**config.mk**
```make
export PLATFORM = sky130hd
export DESIGN_NAME = hnb_log2
export DESIGN_NICKNAME = d
export VERILOG_FILES = /design/src/rtl/core/hnb_pkg.sv /design/src/rtl/core/hnb_log2.sv
export SDC_FILE = /design/constraint.sdc
export NUM_CORES = 1
export LEC_CHECK = 0
export BUFFER_PORTS_ARGS = -buffer_cell sky130_fd_sc_hd__buf_2
export CORE_MARGIN = 5
export CORE_UTILIZATION = 45
export DETAILED_ROUTE_END_ITERATION = 10
export HOLD_SLACK_MARGIN = 0.06
export SLEW_MARGIN = 5
export SYNTH_ARGS = -nofsm -noshare
export SYNTH_HDL_FRONTEND = slang
export SYNTH_SLANG_ARGS = --single-unit
```
**constraint.sdc**
```tcl
create_clock -name clk -period 7.4 [get_ports clk]
set_input_delay 0 -clock clk [delete_from_list [all_inputs] [get_ports clk]]
set_output_delay 0 -clock clk [all_outputs]
set_load 0.01 [all_outputs]
```
**src/rtl/core/hnb_pkg.sv**
```systemverilog
// hnb_pkg: shared types, constants and helpers of the histogram naive bayes classifier
// used by hnb_front, hnb_log2, hnb_back and the top level; no dependencies

package hnb_pkg;

	localparam int MAX_CLASSES_DEF  = 16;
	localparam int MAX_FEATURES_DEF = 64;
	localparam int MAX_BINS_DEF     = 256;

	// fixed field widths
	localparam int KIND_W  = 3;
	localparam int CLS_F_W = 4;
	localparam int FEAT_F_W = 6;
	localparam int BIN_F_W = 8;
	localparam int VAL_W   = 32;
	localparam int CNT_W   = 16;
	localparam int LOGN_W  = 17;
	localparam int LOGR_W  = 21;

	// input kinds
	localparam logic [KIND_W-1:0] KIND_CLASS_COUNT = 3'd0;
	localparam logic [KIND_W-1:0] KIND_EDGE        = 3'd1;
	localparam logic [KIND_W-1:0] KIND_FREQ        = 3'd2;
	localparam logic [KIND_W-1:0] KIND_EDGE_COUNT  = 3'd3;
	localparam logic [KIND_W-1:0] KIND_CLASSIFY    = 3'd4;

	// configuration register indexes
	localparam logic [1:0] CFG_NUM_CLASSES  = 2'd0;
	localparam logic [1:0] CFG_NUM_FEATURES = 2'd1;
	localparam logic [1:0] CFG_TRAIN_COUNT  = 2'd2;
	localparam logic [1:0] CFG_SMOOTHING    = 2'd3;

	typedef enum logic [2:0] {
		OP_CLASS_COUNT,
		OP_EDGE,
		OP_FREQ,
		OP_EDGE_COUNT,
		OP_CLASSIFY
	} op_t;

	typedef struct packed {
		op_t                   op;
		logic [CLS_F_W-1:0]    cls;
		logic [FEAT_F_W-1:0]   feat;
		logic [BIN_F_W-1:0]    bin;
		logic signed [VAL_W-1:0] value;
		logic [CNT_W-1:0]      count;
		logic                  last;
	} cmd_t;

	typedef struct packed {
		logic [4:0]  num_classes;
		logic [6:0]  num_features;
		logic [15:0] training_count;
		logic [15:0] smoothing_extra;
	} cfg_t;

	typedef struct packed {
		logic              start;
		logic [LOGN_W-1:0] n;
	} log_req_t;

	typedef struct packed {
		logic              busy;
		logic              done;
		logic [LOGR_W-1:0] result;
	} log_rsp_t;

	typedef struct packed {
		logic                    impossible;
		logic signed [VAL_W-1:0] score;
		logic [CLS_F_W-1:0]      cls;
	} result_t;

	// score + a - b, saturated to the signed 32-bit range
	function automatic logic signed [VAL_W-1:0] sat_add(
		input logic signed [VAL_W-1:0] score,
		input logic [LOGR_W-1:0] a,
		input logic [LOGR_W-1:0] b
	);
		logic signed [VAL_W+1:0] s;
		logic signed [VAL_W-1:0] r;
		s = {{2{score[VAL_W-1]}}, score} + $signed({13'd0, a}) - $signed({13'd0, b});
		if (s[VAL_W+1:VAL_W-1] == 3'b000 || s[VAL_W+1:VAL_W-1] == 3'b111) begin
			r = s[VAL_W-1:0];
		end else if (s[VAL_W+1]) begin
			r = {1'b1, {(VAL_W-1){1'b0}}};
		end else begin
			r = {1'b0, {(VAL_W-1){1'b1}}};
		end
		return r;
	endfunction

endpackage

```
**src/rtl/core/hnb_log2.sv**
```systemverilog
// hnb_log2: iterative log2 in q.16, one squaring step per cycle
// depends on hnb_pkg

module hnb_log2 (
	input  logic              clk,
	input  logic              arst_n,
	input  hnb_pkg::log_req_t req,
	output hnb_pkg::log_rsp_t rsp
);
	import hnb_pkg::*;

	logic              busy_q;
	logic              done_q;
	logic [3:0]        step_q;
	logic [LOGN_W-1:0] m_q;
	logic [4:0]        e_q;
	logic [15:0]       frac_q;
	logic [4:0]        e_d;
	logic [LOGN_W-1:0] n_eff;
	logic [2*LOGN_W-1:0] sq;
	logic [LOGN_W:0]   t;

	always_comb begin
		n_eff = (req.n == '0) ? LOGN_W'(1) : req.n;
		e_d   = 5'd0;
		for (int i = 0; i < LOGN_W; i++) begin
			if (n_eff[i]) begin
				e_d = 5'(i);
			end
		end
		sq = m_q * m_q;
		t  = sq[2*LOGN_W-1:16];
	end

	always_ff @(posedge clk) begin
		if (req.start) begin
			m_q    <= n_eff << (5'd16 - e_d);
			e_q    <= e_d;
			frac_q <= '0;
		end else if (busy_q) begin
			if (t[LOGN_W]) begin
				m_q            <= t[LOGN_W:1];
				frac_q[step_q] <= 1'b1;
			end else begin
				m_q <= t[LOGN_W-1:0];
			end
		end
	end

	always_ff @(posedge clk or negedge arst_n) begin
		if (!arst_n) begin
			busy_q <= 1'b0;
			done_q <= 1'b0;
			step_q <= 4'd0;
		end else begin
			done_q <= 1'b0;
			if (req.start) begin
				busy_q <= 1'b1;
				step_q <= 4'd15;
			end else if (busy_q) begin
				step_q <= step_q - 4'd1;
				if (step_q == 4'd0) begin
					busy_q <= 1'b0;
					done_q <= 1'b1;
				end
			end
		end
	end

	assign rsp.busy   = busy_q;
	assign rsp.done   = done_q;
	assign rsp.result = {e_q, frac_q};

endmodule

```
==> results of run 1 <==
-- synthesized netlist by cell type (all sizes together) (5+ instances only) --
cell type	count	share of area [%]
and2	57	3.3
and3	7	0.41
nor3	12	0.60
or2	7	0.41
a21o	17	1.2
mux2i	18	1.7
inv	286	9.9
xnor2	21	1.7
dfxtp	16	3.0
o22ai	8	0.46
fa	188	35
o21ai	26	1.2
clkbuf	33	1.1
ha	114	13
a31oi	5	0.29
nor2	77	2.7
nand2	121	4.2
a41oi	5	0.41
edfxtp	22	6.1
dfrtp	6	1.4
nand3	10	0.46
nand4	7	0.41
a221o	6	0.56
nor2b	7	0.41
a211oi	6	0.42
mux2	7	0.76
buf	10	0.61
nand2b	5	0.29
a21oi	49	2.3
xor2	12	1.0
-- registers in the layout, summed over array words and instances, names as in the netlist --
name and count:
step_q 4, frac_q 16, busy_q 1, e_q 5
m_q 17, done_q 1
-- through the flow --
stage | setup slack [ps] | util, % | area [sq um]
4_1_cts | 343 | 49.2 | 11600
5_1_grt | 11.4 | 49.3 | 11600
3_3_place_gp | 550 | 48.5 | 11400
6_report | 361 | 49.3 | 11600
2_1_floorplan | 933 | - | 10800
3_5_place_dp | 399 | 48.5 | 11400
-- worst max-delay path by stage --
stage                      start           endpoint  slack, ps  cells after the start
2_1_floorplan  m_q[14]$_DFFE_PP_  m_q[15]$_DFFE_PP_        930                     22
3_3_place_gp   m_q[16]$_DFFE_PP_  m_q[15]$_DFFE_PP_        550                     20
3_5_place_dp    m_q[6]$_DFFE_PP_  m_q[15]$_DFFE_PP_        400                     20
4_1_cts        m_q[16]$_DFFE_PP_  m_q[15]$_DFFE_PP_        340                     20
5_1_grt        m_q[16]$_DFFE_PP_  m_q[15]$_DFFE_PP_         10                     20
6_report       m_q[16]$_DFFE_PP_  m_q[15]$_DFFE_PP_        360                     20
-- final cells by class --
| class | instances | area share (%) |
|---|---|---|
| Clock buffer | 6 | 1.29 |
| Clock inverter | 2 | 0.151 |
| Inverter | 287 | 9.38 |
| Multi-Input combinational cell | 842 | 72.3 |
| Sequential cell | 44 | 9.74 |
| Tap cell | 319 | 3.44 |
| Timing Repair Buffer | 71 | 3.71 |
-- routing by layer --
metal  track usage (%)  part of all wire (%)
met5                 0                     0
met3              1.25                   3.1
met1              25.5                    44
met2              34.0                    51
met4              3.78                   1.9
-- worst max-delay path: stages (launching register included) --
cell and delay, ps:
edfxtp_1 770, nand2_1 140, fa_1 520, fa_1 560, inv_1 60, fa_1 480
fa_1 460, fa_1 510, inv_1 50, fa_1 480, inv_1 40, ha_1 340
and3_1 240, a221oi_1 250, a21boi_0 350, o22ai_1 230, o21ai_2 190, mux2i_1 220
or2_1 460, nor2_1 130, a221o_1 300
-- logic make-up (layout without fill, tap and decap cells) --
group           after synthesis  after routing  share of synthesized area (%)
buf+inv                     330            366                           11.8
mux                          29             29                           3.33
simple gates                320            320                           13.8
xor+xnor                     33             33                           2.74
compound gates              158            158                           9.81
flops                        44             44                           10.5
fa+ha+maj                   302            302                           48.0
-- placed cells by master, fill, tap and decap left out, types with 5 or more instances in the layout --
| cell | instances |
|---|---|
| nor2b_1 | 7 |
| nand2b_1 | 5 |
| a21oi_1 | 47 |
| a221o_1 | 6 |
| buf_2 | 42 |
| nor3_1 | 11 |
| xor2_1 | 11 |
| fa_1 | 188 |
| a31oi_1 | 5 |
| edfxtp_1 | 22 |
| mux2i_1 | 18 |
| dfrtp_1 | 6 |
| nand2_1 | 121 |
| or2_2 | 5 |
| and2_1 | 57 |
| mux2_2 | 6 |
| xnor2_1 | 21 |
| a211oi_1 | 6 |
| o22ai_1 | 8 |
| a21o_1 | 16 |
| nand3_1 | 10 |
| dfxtp_1 | 16 |
| ha_1 | 114 |
| buf_4 | 28 |
| nor2_1 | 77 |
| and3_1 | 7 |
| clkbuf_16 | 6 |
| inv_1 | 286 |
| o21ai_0 | 22 |
| nand4_1 | 7 |
| a41oi_1 | 5 |
-- timing repair --
| item | in CTS | in global routing |
|---|---|---|
| hold buffers | 1 | 0 |
| endpoints found under the hold margin | 6 | 0 |
| setup endpoints to repair | 0 | 5 |
| buffers inserted | 0 | 3 |
==> qor.yml, run 1 <==
die_w_microns: 165
max-cap-violations: 0
first_iter_violations: 496
hpwl_mm: 20.5
synth_nets: 1538
setup_viol: 0
grt_overflow: 0
clockRootBuffer: "clkbuf_16"
critPathKind: "reg -> reg"
io_pins: 43
synth_flop_cell: "edfxtp_1"
final-instance-count-excl-fill: 1571
drc: 0
dp_cells: 1559
worstReg2RegEnd: "m_q[15]$_DFFE_PP_"
required_ps: 7440
register_area_sq_mm: 0.00113
clk_pin_slew_worst_paths_ps: 70
clock-sinks: 44
multi_input_area_sq_mm: 0.00840
ant_nets: 0
rsz0062_at_grt: "no"
grt_usage_pct: 19.0
die_y_microns: 165
drive_gt1_share_pct: 8.15
cts.path.max_buffers: 2
worstMarginPinSlew_ps: 853
finalSetupTns_ps: 0
insertion_delay_ps: 290
htree_levels: 2
ys_seq_area_share_pct: 10.5
post_cts_resized: 0
yosysWarningCount: 0
grt_pass1_wl_mm: 41.9
via_per_inst: 5.17
antenna_found_initial: 0
r2r_cells: 20
start_util_pct: 45.9
hold_violations: 0
port_buffers: 42
wl_per_cell_microns: 15.5
crit_arrival_ps: 7080
min_period_ps: 7040
num_rows: 56
synth-async-reset-ratio_pct: 13.6
wirelength_mm: 24.4
syn_to_final_growth_pct: 7.47
grt_max_degree: 46
max_freq_mhz: 142
core-area_sq_mm: 0.0235
grt_pass1_vias: 8537
synth.avg_cell_area_sq_um: 8.89
synth_edf_count: 22
postSynthCellCount: 1216
drv_slew: 0
final_nets: 1573
whs_ps: 66.3
diodes: 0
numCtsBuffers: 5
tritoncts: "yes"
synth.distinct_cells: 68
nFillCells: 2275
min-delay-path-class: "in -> async"
vias: 8119
gp_routability_congestion: 0.852
die_area_sq_mm: 0.0272
finClkSkew_ps: 5.14
syn_area_sq_mm: 0.0108
period_share_pct: 95.1
reg2reg_from: "m_q[16]$_DFFE_PP_"
cp_max_fo: 17
firstDrtPassIters: 5
slew_headroom_pct: 43.2
ys_ff_latch: 44
status: "complete, no violations"
cp-end-kind: "flop"
ff2ff_setup_slack_ps: 360
start_kind: "flop"
Power of run 1 is not shown: default switching activity piles up to over one toggle a cycle in this logic, so the estimate is an artifact.
==> run 2: changes to the inputs <==
- BUFFER_PORTS_ARGS: -buffer_cell sky130_fd_sc_hd__buf_2 -> -buffer_cell sky130_fd_sc_hd__clkbuf_2
==> run 2 against run 1 <==
Non-clock buffer count decreased by 2; clock skew decreased by 0.88 ps; highest routed layer unchanged; sequential share of layout area hardly changed; worst hold slack gained 14 ps; critical endpoint is now m_q[12]$_DFFE_PP_; via count shrank 0.23%; critical path depth grew 2; cell area increased by 0.24%; sequential cell count is the same.
==> qor.yml, run 2 (same netlist as run 1, synthesis figures left out) <==
clock-sinks: 44  # unchanged
hpwl_mm: 20.8  # +1.2%
die_w_microns: 165  # unchanged
firstDrtPassIters: 7  # +2
r2r_cells: 22  # +10%
htree_levels: 2  # unchanged
die_y_microns: 165  # unchanged
antenna_found_initial: 0  # unchanged
diodes: 0  # unchanged
timing.critical_path.to: "m_q[12]$_DFFE_PP_"
cp-end-kind: "flop"
wl_per_cell_microns: 15.7  # +0.75%
grt_pass1_wl_mm: 42.4  # +1.4%
hold_violations: 0  # unchanged
vias: 8100  # -0.23%
wirelength_mm: 24.6  # +0.62%
postLayoutCoreUtil_pct: 49.4  # +0.12 points
via_per_inst: 5.16  # -0.11%
cp_max_fo: 12  # -5
slew_headroom_pct: 36.2  # -7.0 points
rsz0062_at_grt: "no"
setup_viol: 0  # unchanged
drv_slew: 0  # unchanged
num_rows: 56  # unchanged
start_kind: "flop"
clockRootBuffer: "clkbuf_16"
min_period_ps: 6930  # -114 ps
grt_pass1_vias: 8586  # +0.57%
worstMarginPinSlew_ps: 958  # +105 ps
largest_reg_flops: 17  # unchanged
finalSetupTns_ps: 0  # unchanged
drive_gt1_share_pct: 8.16  # +0.013 points
status: "complete, no violations"
tritoncts: "yes"
first_iter_violations: 495  # -0.20%
die_area_sq_mm: 0.0272  # unchanged
grt_max_degree: 46  # unchanged
cp-startpoint: "m_q[4]$_DFFE_PP_"
max-cap-violations: 0  # unchanged
io_pins: 43  # unchanged
reg2reg_from: "m_q[4]$_DFFE_PP_"
finClkSkew_ps: 4.26  # -0.878 ps
final_nets: 1571  # -0.13%
max_freq_mhz: 144  # +1.6%
core-area_sq_mm: 0.0235  # unchanged
top_register: "m_q"
ff2ff_setup_slack_ps: 470  # +110 ps
gp_routability_congestion: 0.841  # -1.4%
grt_overflow: 0  # unchanged
required_ps: 7440  # about the same
crit_arrival_ps: 6970  # -110 ps
final_cell_mix: "inv_1, fa_1, nand2_1"
clk_pin_slew_worst_paths_ps: 70  # about the same
syn_to_final_growth_pct: 7.72
worstReg2RegEnd: "m_q[12]$_DFFE_PP_"
ant_nets: 0  # unchanged
critPathKind: "reg -> reg"
cts.path.max_buffers: 2  # unchanged
min-delay-path-class: "in -> async"
start_util_pct: 45.9  # unchanged
port_buffers: 42  # unchanged
top_regs: "m_q (17), frac_q (16), e_q (5)"
numCtsBuffers: 5  # unchanged
final_common_cell: "inv_1"
drc: 0  # unchanged
period_share_pct: 93.6  # -1.5 points
insertion_delay_ps: 290  # about the same
grt_usage_pct: 19.4  # +0.40 points
==> run 2: cell types whose count changed in the layout (fill, tap and decap cells not counted), sizes merged <==
cell / delta
bufinv: +1
clkinv: -2
buf: -44
clkbuf: +43
==> run 2: critical path, cell delays in order (launching register included) <==
cell      delay [ps]
edfxtp_1         720
nand2_1          190
fa_1             560
inv_1             50
fa_1             520
inv_1             50
fa_1             390
inv_1             80
fa_1             430
fa_1             550
inv_1             50
fa_1             480
inv_1             40
ha_1             310
a2111o_1         390
a221o_1          300
a21oi_2          170
o221a_2          310
o21ai_1          140
a31oi_1          290
xor2_1           260
nor3_1            70
or3_1            320
==> run 2: final cells by class <==
class | count | area, sq um
inverter | 287 | 1090
tap | 319 | 399
timing repair buffer | 69 | 415
clock inverter | 1 | 30.0
clock buffer | 7 | 175
multi-input combinational | 842 | 8400
sequential | 44 | 1130
fill | 2301 | 11900
==> run 2: worst min path at each step <==
| stage | start | to | slack, ps | depth (start not counted) |
|---|---|---|---|---|
| 2_1_floorplan | arst_n | busy_q$_DFF_PN0_ | -300 | 0 |
| 3_3_place_gp | arst_n | step_q[2]$_DFFE_PN0P_ | -160 | 1 |
| 3_5_place_dp | arst_n | done_q$_DFF_PN0_ | -160 | 1 |
| 4_1_cts | arst_n | step_q[2]$_DFFE_PN0P_ | 80 | 2 |
| 5_1_grt | arst_n | step_q[2]$_DFFE_PN0P_ | 110 | 2 |
| 6_report | arst_n | step_q[2]$_DFFE_PN0P_ | 80 | 2 |
==> run 2: what timing repair did <==
item / in CTS / in global routing
setup endpoints to repair: 0 / 23
gates resized for setup: 0 / 2
hold buffers: 1 / 0
setup buffers: 0 / 1
endpoints found under the hold margin: 6 / 0
==> run 2: per-layer routing <==
metal	GRT usage [%]	vias up	share of wire [%]
li1	-	3871	-
met5	0	-	0
met3	1.97	27	3.9
met1	25.7	4034	43
met4	3.59	0	1.6
met2	34.8	168	51
==> run 2: metrics by stage <==
step | cells | hold WS [ps] | instance area, sq um | setup WS, ps
after floorplan | 1216 | -296 | 10800 | 933
after global placement | 1559 | -156 | 11400 | 455
after detailed placement | 1559 | -160 | 11400 | 314
after CTS | 1568 | 83.0 | 11600 | 332
after global routing | 1569 | 115 | 11600 | 43.5
final | 1569 | 80.4 | 11600 | 474
Power of run 2 is left out for the same reason.
