==> src/rtl/core/hnb_pkg.sv <==
// hnb_pkg: shared types, constants and helpers of the histogram naive bayes classifier
// used by hnb_front, hnb_log2, hnb_back and the top level; no dependencies

package hnb_pkg;

	localparam int MAX_CLASSES_DEF  = 16;
	localparam int MAX_FEATURES_DEF = 64;
	localparam int MAX_BINS_DEF     = 256;

	// fixed field widths
	localparam int KIND_W  = 3;
	localparam int CLS_F_W = 4;
	localparam int FEAT_F_W = 6;
	localparam int BIN_F_W = 8;
	localparam int VAL_W   = 32;
	localparam int CNT_W   = 16;
	localparam int LOGN_W  = 17;
	localparam int LOGR_W  = 21;

	// input kinds
	localparam logic [KIND_W-1:0] KIND_CLASS_COUNT = 3'd0;
	localparam logic [KIND_W-1:0] KIND_EDGE        = 3'd1;
	localparam logic [KIND_W-1:0] KIND_FREQ        = 3'd2;
	localparam logic [KIND_W-1:0] KIND_EDGE_COUNT  = 3'd3;
	localparam logic [KIND_W-1:0] KIND_CLASSIFY    = 3'd4;

	// configuration register indexes
	localparam logic [1:0] CFG_NUM_CLASSES  = 2'd0;
	localparam logic [1:0] CFG_NUM_FEATURES = 2'd1;
	localparam logic [1:0] CFG_TRAIN_COUNT  = 2'd2;
	localparam logic [1:0] CFG_SMOOTHING    = 2'd3;

	typedef enum logic [2:0] {
		OP_CLASS_COUNT,
		OP_EDGE,
		OP_FREQ,
		OP_EDGE_COUNT,
		OP_CLASSIFY
	} op_t;

	typedef struct packed {
		op_t                   op;
		logic [CLS_F_W-1:0]    cls;
		logic [FEAT_F_W-1:0]   feat;
		logic [BIN_F_W-1:0]    bin;
		logic signed [VAL_W-1:0] value;
		logic [CNT_W-1:0]      count;
		logic                  last;
	} cmd_t;

	typedef struct packed {
		logic [4:0]  num_classes;
		logic [6:0]  num_features;
		logic [15:0] training_count;
		logic [15:0] smoothing_extra;
	} cfg_t;

	typedef struct packed {
		logic              start;
		logic [LOGN_W-1:0] n;
	} log_req_t;

	typedef struct packed {
		logic              busy;
		logic              done;
		logic [LOGR_W-1:0] result;
	} log_rsp_t;

	typedef struct packed {
		logic                    impossible;
		logic signed [VAL_W-1:0] score;
		logic [CLS_F_W-1:0]      cls;
	} result_t;

	// score + a - b, saturated to the signed 32-bit range
	function automatic logic signed [VAL_W-1:0] sat_add(
		input logic signed [VAL_W-1:0] score,
		input logic [LOGR_W-1:0] a,
		input logic [LOGR_W-1:0] b
	);
		logic signed [VAL_W+1:0] s;
		logic signed [VAL_W-1:0] r;
		s = {{2{score[VAL_W-1]}}, score} + $signed({13'd0, a}) - $signed({13'd0, b});
		if (s[VAL_W+1:VAL_W-1] == 3'b000 || s[VAL_W+1:VAL_W-1] == 3'b111) begin
			r = s[VAL_W-1:0];
		end else if (s[VAL_W+1]) begin
			r = {1'b1, {(VAL_W-1){1'b0}}};
		end else begin
			r = {1'b0, {(VAL_W-1){1'b1}}};
		end
		return r;
	endfunction

endpackage

==> src/rtl/core/hnb_front.sv <==
// hnb_front: accepts input beats, decodes the kind, drops ignored items
// and queues commands for the back end; depends on hnb_pkg

module hnb_front #(
	parameter int MAX_CLASSES  = hnb_pkg::MAX_CLASSES_DEF,
	parameter int MAX_FEATURES = hnb_pkg::MAX_FEATURES_DEF,
	parameter int MAX_BINS     = hnb_pkg::MAX_BINS_DEF
) (
	input  logic                clk,
	input  logic                arst_n,
	input  logic                in_valid,
	output logic                in_ready,
	input  hnb_pkg::cmd_t       in_item,
	input  logic [2:0]          in_kind,
	output logic                q_valid,
	output hnb_pkg::cmd_t       q_cmd,
	input  logic                q_pop
);
	import hnb_pkg::*;

	cmd_t       ent_q [2];
	logic       wr_ptr_q;
	logic       rd_ptr_q;
	logic [1:0] cnt_q;
	cmd_t       dec;
	logic       keep;
	logic       push;

	always_comb begin
		dec  = in_item;
		keep = 1'b0;
		case (in_kind)
			KIND_CLASS_COUNT: begin
				dec.op = OP_CLASS_COUNT;
				keep   = 32'(in_item.cls) < MAX_CLASSES;
			end
			KIND_EDGE: begin
				dec.op = OP_EDGE;
				keep   = 32'(in_item.feat) < MAX_FEATURES && 32'(in_item.bin) < MAX_BINS - 1;
			end
			KIND_FREQ: begin
				dec.op = OP_FREQ;
				keep   = 32'(in_item.cls) < MAX_CLASSES && 32'(in_item.feat) < MAX_FEATURES
					&& 32'(in_item.bin) < MAX_BINS;
			end
			KIND_EDGE_COUNT: begin
				dec.op = OP_EDGE_COUNT;
				keep   = 32'(in_item.feat) < MAX_FEATURES;
				if (32'(in_item.count) > MAX_BINS - 1) begin
					dec.count = CNT_W'(MAX_BINS - 1);
				end
			end
			KIND_CLASSIFY: begin
				dec.op = OP_CLASSIFY;
				keep   = 1'b1;
			end
			default: begin
				dec.op = OP_CLASSIFY;
				keep   = 1'b0;
			end
		endcase
	end

	assign in_ready = cnt_q != 2'd2;
	assign push     = in_valid && in_ready && keep;
	assign q_valid  = cnt_q != 2'd0;
	assign q_cmd    = ent_q[rd_ptr_q];

	always_ff @(posedge clk) begin
		if (push) begin
			ent_q[wr_ptr_q] <= dec;
		end
	end

	always_ff @(posedge clk or negedge arst_n) begin
		if (!arst_n) begin
			wr_ptr_q <= 1'b0;
			rd_ptr_q <= 1'b0;
			cnt_q    <= 2'd0;
		end else begin
			if (push) begin
				wr_ptr_q <= ~wr_ptr_q;
			end
			if (q_pop) begin
				rd_ptr_q <= ~rd_ptr_q;
			end
			cnt_q <= cnt_q + 2'(push) - 2'(q_pop);
		end
	end

endmodule

==> config.mk <==
export PLATFORM = sky130hd
export DESIGN_NAME = hnb_front
export DESIGN_NICKNAME = d
export VERILOG_FILES = /design/src/rtl/core/hnb_pkg.sv /design/src/rtl/core/hnb_front.sv
export SDC_FILE = /design/constraint.sdc
export NUM_CORES = 1
export LEC_CHECK = 0
export BUFFER_PORTS_ARGS = -buffer_cell sky130_fd_sc_hd__buf_2
export CAP_MARGIN = 20
export CORE_ASPECT_RATIO = 2
export CORE_MARGIN = 4
export CORE_UTILIZATION = 47
export CTS_CLUSTER_DIAMETER = 200
export DETAILED_ROUTE_END_ITERATION = 8
export PLACE_DENSITY_LB_ADDON = 0.12
export SLEW_MARGIN = 25
export SYNTH_ARGS = -nofsm -noshare
export SYNTH_HDL_FRONTEND = slang
export SYNTH_SLANG_ARGS = --single-unit
==> constraint.sdc <==
create_clock -name clk -period 12.5 [get_ports clk]
set_input_delay 1.25 -clock clk [delete_from_list [all_inputs] [get_ports clk]]
set_output_delay 1.25 -clock clk [all_outputs]
set_load 0.01 [all_outputs]
==> results of run 1 <==
==> state kept, by name, summed over array words and instances, names as in the netlist <==
name / count
cnt_q: 2
wr_ptr_q: 1
rd_ptr_q: 1
ent_q: 140
==> per-layer routing <==
layer / vias up / global-route usage (%) / share of wire, %
li1: 1369 / - / -
met5: - / 0 / 0
met4: 0 / 8.86 / 2.8
met1: 1462 / 15.2 / 33
met2: 103 / 29.1 / 58
met3: 21 / 6.11 / 6.4
==> layout make-up <==
class / count / area share, %
diodes: 3 / 0.108
clock buffers: 22 / 6.55
clock inverters: 10 / 1.62
inverters: 2 / 0.108
multi-input cells: 112 / 16.1
flip-flops and latches: 144 / 62.1
well taps: 142 / 2.56
repair buffers: 148 / 10.8
==> power by group through the flow <==
stage / combinational [uW] / sequential [uW] / clock [uW]
after floorplan: 257 / 647 / 0
after global placement: 349 / 687 / 0
after detailed placement: 351 / 692 / 0
after CTS: 354 / 682 / 490
after global routing: 375 / 692 / 510
final: 345 / 678 / 478
==> synth_stat cells, types with 2 or more instances <==
cell type	n	area, um2
sky130_fd_sc_hd__or2_1	9	56.3
sky130_fd_sc_hd__nand3_1	2	10.0
sky130_fd_sc_hd__edfxtp_1	140	4200
sky130_fd_sc_hd__nor4_1	2	12.5
sky130_fd_sc_hd__nor2b_1	2	12.5
sky130_fd_sc_hd__buf_2	8	40.0
sky130_fd_sc_hd__and2_1	8	50.1
sky130_fd_sc_hd__xnor2_1	2	17.5
sky130_fd_sc_hd__ha_1	2	25.0
sky130_fd_sc_hd__inv_1	2	7.51
sky130_fd_sc_hd__dfrtp_1	4	100
sky130_fd_sc_hd__mux2_2	70	788
==> logic make-up after synthesis <==
kind of cell / after synthesis
DFF: 144
muxes: 70
and+or+nand+nor: 32
buffers and inverters: 11
AOI/OAI and AO/OA: 5
xor gates and xnor gates: 3
adders and majority gates: 2
==> placed cells by master (no fill, tap or decap), types with 3 or more instances in the layout <==
master	n
sky130_fd_sc_hd__or2_1	9
sky130_fd_sc_hd__dfrtp_1	3
sky130_fd_sc_hd__diode_2	3
sky130_fd_sc_hd__buf_2	145
sky130_fd_sc_hd__clkinv_2	4
sky130_fd_sc_hd__and2_1	8
sky130_fd_sc_hd__mux2_2	70
sky130_fd_sc_hd__edfxtp_1	140
sky130_fd_sc_hd__clkbuf_16	17
sky130_fd_sc_hd__clkbuf_1	4
sky130_fd_sc_hd__buf_4	3
==> worst max path at each step <==
stage	startpoint	to	slack, ns	cells past startpoint
after global placement	in_kind[1]	ent_q[0][60]	8.73	5
after detailed placement	in_kind[1]	ent_q[0][60]	8.66	5
after global routing	in_kind[1]	ent_q[0][67]	8.96	5
after floorplan	in_kind[1]	ent_q[1][0]	5.48	3
after CTS	in_kind[1]	ent_q[0][68]	9.05	5
final	in_kind[1]	ent_q[0][67]	9.09	5
==> worst max-delay path: stages <==
cell and delay, ns:
sky130_fd_sc_hd__buf_2 0.13, sky130_fd_sc_hd__o21ai_0 0.37, sky130_fd_sc_hd__nand4_1 0.26, sky130_fd_sc_hd__nor2_4 0.79, sky130_fd_sc_hd__buf_4 0.59
==> per-stage QoR <==
| stage | std cells | instance area, um2 |
|---|---|---|
| 2_1_floorplan | 267 | 5460 |
| 3_3_place_gp | 548 | 6360 |
| 3_5_place_dp | 548 | 6360 |
| 4_1_cts | 580 | 6920 |
| 5_1_grt | 582 | 6930 |
| 6_report | 583 | 6930 |
==> impl_metrics.prom, run 1 <==
# TYPE chip_impl_metric gauge
chip_impl_metric{name="cap_viol_max_count",unit=""} 0
chip_impl_metric{name="power.density_cell_area",unit="nW/um2"} 217
chip_impl_metric{name="ir_drop",unit="V"} 0.000179
chip_impl_metric{name="io-pin-count",unit=""} 149
chip_impl_metric{name="combinationalPowerShare",unit="%"} 23.0
chip_impl_info{name="largest_family_of_logic_cells_by_synthesized_area",value="multiplexers"} 1
chip_impl_metric{name="std_cell_rows",unit=""} 55
chip_impl_metric{name="finalCriticalPeriod",unit="ns"} 3.41
chip_impl_metric{name="detail-route-antenna-nets",unit=""} 0
chip_impl_metric{name="synth-edff-count",unit=""} 140
chip_impl_metric{name="synth_simple_gate_area_share",unit="%"} 4.06
chip_impl_metric{name="whs",unit="ns"} 0.486
chip_impl_metric{name="post_synthesis_instance_total",unit=""} 267
chip_impl_metric{name="wl_cell",unit="um"} 17.6
chip_impl_metric{name="count_of_unresolved_drc_violations_after_routing",unit=""} 0
chip_impl_info{name="grt_setup_unrepaired",value="false"} 1
chip_impl_metric{name="power_switching_share",unit="%"} 27.1
chip_impl_info{name="hold_start",value="cnt_q[1]"} 1
chip_impl_metric{name="die_height",unit="um"} 160
chip_impl_metric{name="synth.cell_area",unit="um2"} 5460
chip_impl_metric{name="report.final.setup_viol",unit=""} 0
chip_impl_metric{name="postSynth.asyncResetShare",unit="%"} 2.78
chip_impl_metric{name="grt_util_all_layers",unit="%"} 16.1
chip_impl_metric{name="finClkSkew",unit="ns"} 0.00963
chip_impl_metric{name="buffer_ports.inserted",unit=""} 145
chip_impl_metric{name="cts_setup_buffers",unit=""} 0
chip_impl_metric{name="nNetsFinal",unit=""} 504
chip_impl_metric{name="cts-resized-gates",unit=""} 0
chip_impl_metric{name="multi_input_combinational_cell_area",unit="um2"} 1120
chip_impl_metric{name="power_leakage",unit="uW"} 0.00259
chip_impl_metric{name="worstSkewPairLatency",unit="ns"} 0.40
chip_impl_metric{name="arrival",unit="ns"} 3.45
chip_impl_metric{name="r2r_cells",unit=""} 4
chip_impl_metric{name="final-hold-violation-count",unit=""} 0
chip_impl_metric{name="worstMarginPinSlew",unit="ns"} 0.963
chip_impl_metric{name="timing.critical_path.fanout_max",unit=""} 38
chip_impl_metric{name="final_critical_path_setup_slack",unit="ns"} 9.09
chip_impl_metric{name="syn-mean-instance-area",unit="um2"} 20.4
chip_impl_metric{name="pin_count_of_the_biggest_net_entering_global_routing",unit=""} 72
chip_impl_metric{name="fillers",unit=""} 899
chip_impl_metric{name="synthXorXnorAreaFrac",unit="%"} 0.481
chip_impl_metric{name="setup-tns-final",unit="ns"} 0
chip_impl_metric{name="hold_depth",unit=""} 1
chip_impl_metric{name="pwr-share-clk",unit="%"} 31.9
chip_impl_info{name="min_delay_worst_endpoint",value="cnt_q[1]"} 1
chip_impl_metric{name="seq_area_frac_synth",unit="%"} 78.8
chip_impl_metric{name="cts.path.max_buffers",unit=""} 2
chip_impl_metric{name="final-max-slew-violation-count",unit=""} 0
chip_impl_info{name="status",value="completed"} 1
chip_impl_metric{name="period_share",unit="%"} 27.3
chip_impl_metric{name="synthesized_area_fraction_occupied_by_ao_oa_aoi_and_oai_cells",unit="%"} 0.779
chip_impl_info{name="min_path_type",value="reg2reg"} 1
chip_impl_metric{name="fp.coreArea",unit="um2"} 11400
chip_impl_metric{name="area_growth",unit="%"} 27.0
chip_impl_metric{name="max_freq",unit="MHz"} 293
chip_impl_info{name="critPathLaunchType",value="input port"} 1
chip_impl_metric{name="final_core_utilization",unit="%"} 61.0
chip_impl_metric{name="postSynthRegisterBits",unit=""} 144
chip_impl_metric{name="place_congestion",unit=""} 0.712
chip_impl_metric{name="grt.overflow.total",unit=""} 0
chip_impl_metric{name="detail_route.iter0.violations",unit=""} 96
chip_impl_metric{name="synth_nets",unit=""} 346
chip_impl_metric{name="internal_power",unit="uW"} 1100
chip_impl_metric{name="dp_hpwl",unit="mm"} 6.93
chip_impl_metric{name="placement_setup_slack",unit="ns"} 8.66
chip_impl_metric{name="drtPass1Iterations",unit=""} 4
chip_impl_metric{name="yosys.area_share.adder",unit="%"} 0.458
chip_impl_metric{name="vias_per_cell",unit=""} 5.07
chip_impl_info{name="critical_path_class",value="in2reg"} 1
chip_impl_metric{name="cts.clk_slew.worst_paths",unit="ns"} 0.06
chip_impl_info{name="endpoint_kind",value="flip-flop"} 1
chip_impl_metric{name="synthMuxAreaShare",unit="%"} 14.4
chip_impl_info{name="clockRootBuffer",value="sky130_fd_sc_hd__clkbuf_16"} 1
chip_impl_metric{name="routed_wl",unit="mm"} 10.3
chip_impl_metric{name="synth.yosys.warnings",unit=""} 0
chip_impl_metric{name="power.net_switching",unit="uW"} 406
chip_impl_metric{name="synth_cell_types",unit=""} 28
chip_impl_metric{name="p_seq_share",unit="%"} 45.1
chip_impl_metric{name="holdBufCountCts",unit=""} 0
chip_impl_metric{name="timing.slew.headroom",unit="%"} 35.6
chip_impl_info{name="tritoncts",value="built"} 1
chip_impl_metric{name="htree_num_levels",unit=""} 4
chip_impl_info{name="synth_top_flop_cell",value="sky130_fd_sc_hd__edfxtp_1"} 1
chip_impl_metric{name="detailroute.via_count",unit=""} 2955
chip_impl_metric{name="antenna_found_initial",unit=""} 2
chip_impl_info{name="rr_startpoint",value="cnt_q[0]"} 1
chip_impl_metric{name="first_global_vias",unit=""} 3321
chip_impl_metric{name="clkSinkCount",unit=""} 144
chip_impl_metric{name="layout.area.seq",unit="um2"} 4310
chip_impl_metric{name="grt_pass1_wl",unit="mm"} 16.4
chip_impl_metric{name="numCtsBuffers",unit=""} 17
chip_impl_metric{name="p_total",unit="uW"} 1500
chip_impl_metric{name="die_w",unit="um"} 84.2
chip_impl_info{name="critical_path.reg2reg.endpoint",value="ent_q[0][67]"} 1
chip_impl_metric{name="crit_required",unit="ns"} 12.53
chip_impl_metric{name="die-area",unit="um2"} 13500
chip_impl_metric{name="regToRegSetupSlack",unit="ns"} 9.94
chip_impl_metric{name="layout-drive-gt1-share",unit="%"} 58.4
chip_impl_metric{name="floorplan.initialDensity",unit="%"} 48.1
Note: power is estimated with default switching activity, not from simulation.
==> inputs of run 2 (changes only) <==
Clock period 12.5 ns to 3.3 ns, I/O delays scaled along.
==> run 2 against run 1 <==
  * Worst setup slack got worse by 8.2 ns
  * Non-clock buffer count is 2 higher
  * Register-to-register slack worse by 8.5 ns
  * Sequential power grew to 3.8 times the previous value
  * Die area did not move
  * Design area is 1.4% higher
  * Cell count up 0.17%
  * Global-route usage decreased by 0.27 points
  * Clock power increased to 4.3 times the previous value
  * First-iteration DRC count up 51%
  * Flip-flop and latch count is the same
  * Combinational power rose to 3.8 times the previous value
  * Critical endpoint is now q_cmd[46]
  * Highest routed layer unchanged
==> impl_metrics.prom, run 2 (synthesis gave the netlist of run 1 again) <==
# TYPE chip_impl_metric gauge
chip_impl_info{name="status",value="completed"} 1
chip_impl_metric{name="drtPass1Iterations",unit=""} 4
chip_impl_metric{name="buffer_ports.inserted",unit=""} 145
chip_impl_metric{name="regToRegSetupSlack",unit="ns"} 1.42
chip_impl_metric{name="dp.cells",unit=""} 549
chip_impl_metric{name="wl_cell",unit="um"} 17.4
chip_impl_metric{name="io-pin-count",unit=""} 149
chip_impl_metric{name="holdBufCountCts",unit=""} 1
chip_impl_metric{name="pin_count_of_the_biggest_net_entering_global_routing",unit=""} 72
chip_impl_metric{name="crit_required",unit="ns"} 2.97
chip_impl_metric{name="instances_no_fill",unit=""} 584
chip_impl_metric{name="setup-tns-final",unit="ns"} 0
chip_impl_metric{name="final-hold-violation-count",unit=""} 0
chip_impl_info{name="final_cell_mix",value="145 x sky130_fd_sc_hd__buf_2, 140 x sky130_fd_sc_hd__edfxtp_1, 70 x sky130_fd_sc_hd__mux2_2"} 1
chip_impl_metric{name="floorplan.initialDensity",unit="%"} 48.1
chip_impl_metric{name="dp_hpwl",unit="mm"} 6.85
chip_impl_metric{name="period_share",unit="%"} 72.8
chip_impl_info{name="min_path_type",value="in2reg"} 1
chip_impl_metric{name="cts_setup_buffers",unit=""} 0
chip_impl_metric{name="fp.coreArea",unit="um2"} 11400
chip_impl_metric{name="vias_per_cell",unit=""} 5.00
chip_impl_metric{name="p_total",unit="uW"} 5930
chip_impl_metric{name="detail-route-antenna-nets",unit=""} 0
chip_impl_metric{name="final-max-slew-violation-count",unit=""} 0
chip_impl_metric{name="placed_area",unit="um2"} 6370
chip_impl_metric{name="cts.path.max_buffers",unit=""} 2
chip_impl_metric{name="area_growth",unit="%"} 28.8
chip_impl_metric{name="finClkSkew",unit="ns"} 0.00737
chip_impl_metric{name="die_height",unit="um"} 160
chip_impl_metric{name="grt.overflow.total",unit=""} 0
chip_impl_metric{name="ir_drop",unit="V"} 0.000858
chip_impl_metric{name="grt_util_all_layers",unit="%"} 15.8
chip_impl_metric{name="die-area",unit="um2"} 13500
chip_impl_metric{name="power.density_cell_area",unit="nW/um2"} 843
chip_impl_metric{name="numCtsBuffers",unit=""} 17
chip_impl_metric{name="r2r_cells",unit=""} 8
chip_impl_info{name="critPathLaunchType",value="flip-flop"} 1
chip_impl_metric{name="finalCriticalPeriod",unit="ns"} 2.40
chip_impl_info{name="tritoncts",value="built"} 1
chip_impl_metric{name="routed_wl",unit="mm"} 10.2
chip_impl_metric{name="worstMarginPinSlew",unit="ns"} 0.969
chip_impl_info{name="worst_setup_path_endpoint",value="q_cmd[46]"} 1
chip_impl_info{name="final_common_cell",value="sky130_fd_sc_hd__buf_2"} 1
chip_impl_metric{name="antenna_found_initial",unit=""} 2
chip_impl_metric{name="max_freq",unit="MHz"} 416
chip_impl_info{name="critical_path.reg2reg.endpoint",value="cnt_q[1]"} 1
chip_impl_metric{name="timing.slew.headroom",unit="%"} 35.4
chip_impl_info{name="clockRootBuffer",value="sky130_fd_sc_hd__clkbuf_16"} 1
chip_impl_metric{name="timing.critical_path.fanout_max",unit=""} 71
chip_impl_metric{name="largest_reg_flops",unit=""} 140
chip_impl_info{name="crit_path_start",value="rd_ptr_q"} 1
chip_impl_metric{name="detailroute.via_count",unit=""} 2921
chip_impl_metric{name="arrival",unit="ns"} 2.07
chip_impl_metric{name="layout-drive-gt1-share",unit="%"} 58.9
chip_impl_info{name="rr_startpoint",value="cnt_q[0]"} 1
chip_impl_info{name="biggestRegsByFlops",value="ent_q (140), cnt_q (2)"} 1
chip_impl_metric{name="nNetsFinal",unit=""} 506
chip_impl_info{name="grt_setup_unrepaired",value="false"} 1
chip_impl_metric{name="htree_num_levels",unit=""} 4
chip_impl_metric{name="cap_viol_max_count",unit=""} 0
chip_impl_metric{name="worstSkewPairLatency",unit="ns"} 0.40
chip_impl_info{name="max_flop_register",value="ent_q"} 1
chip_impl_metric{name="postLayoutCellArea",unit="um2"} 7030
chip_impl_metric{name="clkSinkCount",unit=""} 144
chip_impl_metric{name="die_w",unit="um"} 84.2
chip_impl_metric{name="power_leakage",unit="uW"} 0.00264
chip_impl_metric{name="report.final.setup_viol",unit=""} 0
chip_impl_metric{name="grt_pass1_wl",unit="mm"} 16.1
chip_impl_metric{name="first_global_vias",unit=""} 3257
chip_impl_metric{name="detail_route.iter0.violations",unit=""} 145
chip_impl_metric{name="cts.clk_slew.worst_paths",unit="ns"} 0.06
chip_impl_metric{name="count_of_unresolved_drc_violations_after_routing",unit=""} 0
chip_impl_info{name="endpoint_kind",value="primary output"} 1
chip_impl_info{name="critical_path_class",value="reg2out"} 1
chip_impl_metric{name="cts-resized-gates",unit=""} 0
chip_impl_metric{name="place_congestion",unit=""} 0.697
chip_impl_metric{name="std_cell_rows",unit=""} 55
run 2: final cells by class:
type	instances	area [um2]
clock inverter	13	211
clock buffer	19	433
inverter	2	7.51
multi-input combinational	112	1120
sequential	144	4310
timing repair buffer	150	766
antenna	2	5.00
fill	888	4320
tap	142	178
run 2: worst max-delay path, cell delays in order, from the launching register on:
cell	delay (ns)
sky130_fd_sc_hd__dfrtp_4	1.06
sky130_fd_sc_hd__mux2_2	0.43
sky130_fd_sc_hd__buf_2	0.14
run 2: metrics by stage:
step | setup WS (ns) | util [%] | hold WS (ns)
2_1_floorplan | 0.273 | - | 0.0344
3_3_place_gp | 1.23 | 56.1 | 0.145
3_5_place_dp | 1.19 | 56.1 | 0.147
4_1_cts | 0.826 | 61.9 | 0.0848
5_1_grt | 0.778 | 61.9 | 0.0879
6_report | 0.897 | 61.9 | 0.110
run 2: routing by layer:
layer	part of all wire, %	GRT usage, %
met3	5.5	4.52
met1	34	15.8
met5	0	0
met2	59	29.0
met4	2.0	8.20
run 2: worst min-delay path by stage:
stage | endpoint | slack (ns) | start | cells after the start
global placement | cnt_q[0] | 0.14 | arst_n | 1
detailed placement | cnt_q[1] | 0.15 | arst_n | 1
global route | ent_q[1][58] | 0.09 | in_item[58] | 1
CTS | ent_q[1][59] | 0.08 | in_item[59] | 1
floorplan | cnt_q[0] | 0.03 | arst_n | 0
finish | ent_q[1][59] | 0.11 | in_item[59] | 1
run 2: power breakdown:
part	leakage (uW)	internal [uW]	total, uW	switching (uW)
logic	0.000997	687	1310	626
registers	0.00133	2340	2570	231
clock network	0.000312	1340	2040	699
==> inputs of run 3 (changes only) <==
Clock period 3.3 ns to 2.3 ns, I/O delays scaled along.
==> run 3 against run 2 <==
  * Sequential power rose by 34%
  * Combinational power rose by 73%
  * Wire length is 3.8% higher
  * Worst hold slack lost 0.089 ns
  * Flip-flop and latch count stayed put
  * Die area stayed put
  * Non-clock buffer count rose by 33
  * Clock skew shrank 0.0024 ns
  * First-iteration DRC count is 14% lower
  * Critical path depth grew 1
  * Largest cell class unchanged
  * Largest power group unchanged
==> impl_metrics.prom, run 3 (synthesis gave the netlist of run 1 again) <==
# TYPE chip_impl_metric gauge
chip_impl_info{name="status",value="completed"} 1
chip_impl_metric{name="detail_route.iter0.violations",unit=""} 125
chip_impl_metric{name="placement_setup_slack",unit="ns"} 0.284
chip_impl_metric{name="grt_util_all_layers",unit="%"} 16.5
chip_impl_metric{name="clkSinkCount",unit=""} 144
chip_impl_info{name="biggestRegsByFlops",value="ent_q (140), cnt_q (2)"} 1
chip_impl_metric{name="area_growth",unit="%"} 34.9
chip_impl_info{name="min_path_type",value="in2reg"} 1
chip_impl_metric{name="std_cell_rows",unit=""} 55
chip_impl_metric{name="max_freq",unit="MHz"} 506
chip_impl_metric{name="buffer_ports.inserted",unit=""} 145
chip_impl_metric{name="antenna_found_initial",unit=""} 1
chip_impl_metric{name="pwr-share-clk",unit="%"} 32.3
chip_impl_metric{name="largest_reg_flops",unit=""} 140
chip_impl_metric{name="arrival",unit="ns"} 1.75
chip_impl_info{name="max_flop_register",value="ent_q"} 1
chip_impl_metric{name="report.final.setup_viol",unit=""} 0
chip_impl_metric{name="cp_slowest_stage_delay",unit="ns"} 0.42
chip_impl_metric{name="pin_count_of_the_biggest_net_entering_global_routing",unit=""} 46
chip_impl_metric{name="drtPass1Iterations",unit=""} 4
chip_impl_metric{name="count_of_unresolved_drc_violations_after_routing",unit=""} 0
chip_impl_info{name="grt_setup_unrepaired",value="false"} 1
chip_impl_metric{name="finClkSkew",unit="ns"} 0.00501
chip_impl_metric{name="crit_buf_inv",unit=""} 2
chip_impl_metric{name="place_congestion",unit=""} 0.736
chip_impl_metric{name="layout-drive-gt1-share",unit="%"} 55.9
chip_impl_metric{name="power.net_switching",unit="uW"} 2300
chip_impl_metric{name="wl_cell",unit="um"} 17.2
chip_impl_metric{name="power_leakage",unit="uW"} 0.00277
chip_impl_metric{name="p_seq_share",unit="%"} 40.9
chip_impl_info{name="critical_path_class",value="reg2out"} 1
chip_impl_metric{name="postLayoutCellArea",unit="um2"} 7360
chip_impl_metric{name="worstMarginPinSlew",unit="ns"} 0.528
chip_impl_info{name="tritoncts",value="built"} 1
chip_impl_metric{name="grt_pass1_wl",unit="mm"} 16.8
chip_impl_metric{name="final-hold-violation-count",unit=""} 0
chip_impl_info{name="final_common_cell",value="sky130_fd_sc_hd__buf_2"} 1
chip_impl_info{name="path_delay_family",value="buffers and inverters"} 1
chip_impl_metric{name="nNetsFinal",unit=""} 539
chip_impl_metric{name="cts.clk_slew.worst_paths",unit="ns"} 0.06
chip_impl_metric{name="numCtsBuffers",unit=""} 17
chip_impl_metric{name="io-pin-count",unit=""} 149
chip_impl_metric{name="htree_num_levels",unit=""} 4
chip_impl_metric{name="worstSkewPairLatency",unit="ns"} 0.41
chip_impl_metric{name="dp_hpwl",unit="mm"} 7.01
chip_impl_metric{name="routed_wl",unit="mm"} 10.6
chip_impl_metric{name="ir_drop",unit="V"} 0.000957
chip_impl_metric{name="final-max-slew-violation-count",unit=""} 0
chip_impl_metric{name="timing.critical_path.fanout_max",unit=""} 29
chip_impl_metric{name="internal_power",unit="uW"} 6150
chip_impl_metric{name="final_core_utilization",unit="%"} 64.8
chip_impl_metric{name="power_switching_share",unit="%"} 27.2
chip_impl_metric{name="combinationalPowerShare",unit="%"} 26.9
chip_impl_metric{name="grt.overflow.total",unit=""} 0
chip_impl_metric{name="cts.path.max_buffers",unit=""} 2
chip_impl_metric{name="die_w",unit="um"} 84.2
chip_impl_metric{name="die_height",unit="um"} 160
chip_impl_metric{name="vias_per_cell",unit=""} 4.96
chip_impl_info{name="clockRootBuffer",value="sky130_fd_sc_hd__clkbuf_16"} 1
chip_impl_metric{name="detail-route-antenna-nets",unit=""} 0
chip_impl_metric{name="period_share",unit="%"} 85.9
chip_impl_metric{name="finalCriticalPeriod",unit="ns"} 1.98
chip_impl_metric{name="fillers",unit=""} 862
chip_impl_metric{name="placed_area",unit="um2"} 6450
chip_impl_metric{name="first_global_vias",unit=""} 3415
chip_impl_info{name="timing.critical_path.cells",value="buf_4, mux2_2, buf_2"} 1
chip_impl_metric{name="final_critical_path_setup_slack",unit="ns"} 0.324
chip_impl_info{name="final_cell_mix",value="145 x sky130_fd_sc_hd__buf_2, 140 x sky130_fd_sc_hd__edfxtp_1, 70 x sky130_fd_sc_hd__mux2_2"} 1
chip_impl_info{name="endpoint_kind",value="primary output"} 1
chip_impl_info{name="critPathLaunchType",value="flip-flop"} 1
chip_impl_info{name="critPathSlowestCell",value="sky130_fd_sc_hd__dfrtp_4"} 1
chip_impl_metric{name="cap_viol_max_count",unit=""} 0
chip_impl_metric{name="detailroute.via_count",unit=""} 3053
chip_impl_metric{name="fp.coreArea",unit="um2"} 11400
chip_impl_metric{name="floorplan.initialDensity",unit="%"} 48.1
chip_impl_metric{name="cts-resized-gates",unit=""} 0
chip_impl_metric{name="timing.slew.headroom",unit="%"} 64.6
chip_impl_metric{name="power.density_cell_area",unit="nW/um2"} 1150
chip_impl_metric{name="die-area",unit="um2"} 13500
chip_impl_metric{name="crit_required",unit="ns"} 2.07
==> run 3: stage by stage <==
step	TNS [ns]	std cells	hold slack, ns	power, uW
final	0	615	0.0212	8450
after global routing	0	615	0.00281	8840
after CTS	0	614	0.000935	8590
after detailed placement	0	551	0.0487	5790
after global placement	0	551	0.0444	5740
after floorplan	-31.78	267	-0.0656	4910
==> run 3: power groups by stage <==
stage	sequential [uW]	clock [uW]	combinational [uW]
floorplan	3480	0	1430
finish	3450	2730	2270
global placement	3490	0	2250
global route	3490	2890	2460
CTS	3460	2790	2330
detailed placement	3510	0	2280
==> run 3: routing by layer <==
| metal | wire length (um) | GRT usage, % | vias to the layer above |
|---|---|---|---|
| li1 | - | - | 1437 |
| met1 | 3720 | 16.2 | 1498 |
| met2 | 6020 | 30.3 | 98 |
| met3 | 544 | 5.34 | 20 |
| met4 | 286 | 8.20 | 0 |
| met5 | 0 | 0 | - |
==> run 3: worst register-to-register path, delay by kind of cell, from the launching register on <==
| family | cells | cell delay, ns |
|---|---|---|
| flops | 1 | 0.42 |
| xor+xnor | 2 | 0.31 |
| simple gates | 3 | 0.42 |
| fa+ha+maj | 2 | 0.45 |
| buf+inv | 1 | 0.04 |
==> run 3: path summary, 6_finish.rpt <==
kind	cells past startpoint	from	endpoint	slack, ns
min in group asynchronous	2	arst_n	wr_ptr_q	0.16
max in group asynchronous	2	arst_n	rd_ptr_q	2.00
min	1	in_item[29]	ent_q[0][29]	0.02
min reg2reg	1	cnt_q[1]	cnt_q[1]	0.55
max reg2reg	8	cnt_q[1]	cnt_q[1]	0.57
max	3	rd_ptr_q	q_cmd[2]	0.32
==> run 3: cell type report <==
cell class / instances / area [um2] / area share (%)
flip-flops and latches: 144 / 4310 / 58.5
multi-input cells: 112 / 1150 / 15.6
repair buffers: 183 / 1130 / 15.3
clock buffers: 18 / 429 / 5.83
well taps: 142 / 178 / 2.41
clock inverters: 13 / 163 / 2.21
inverters: 2 / 7.51 / 0.102
diodes: 1 / 2.50 / 0.0340
==> run 3: what timing repair did <==
action,4_1_cts,5_1_grt
buffers inserted,0,0
hold buffers,32,0
endpoints found under the hold margin,65,0
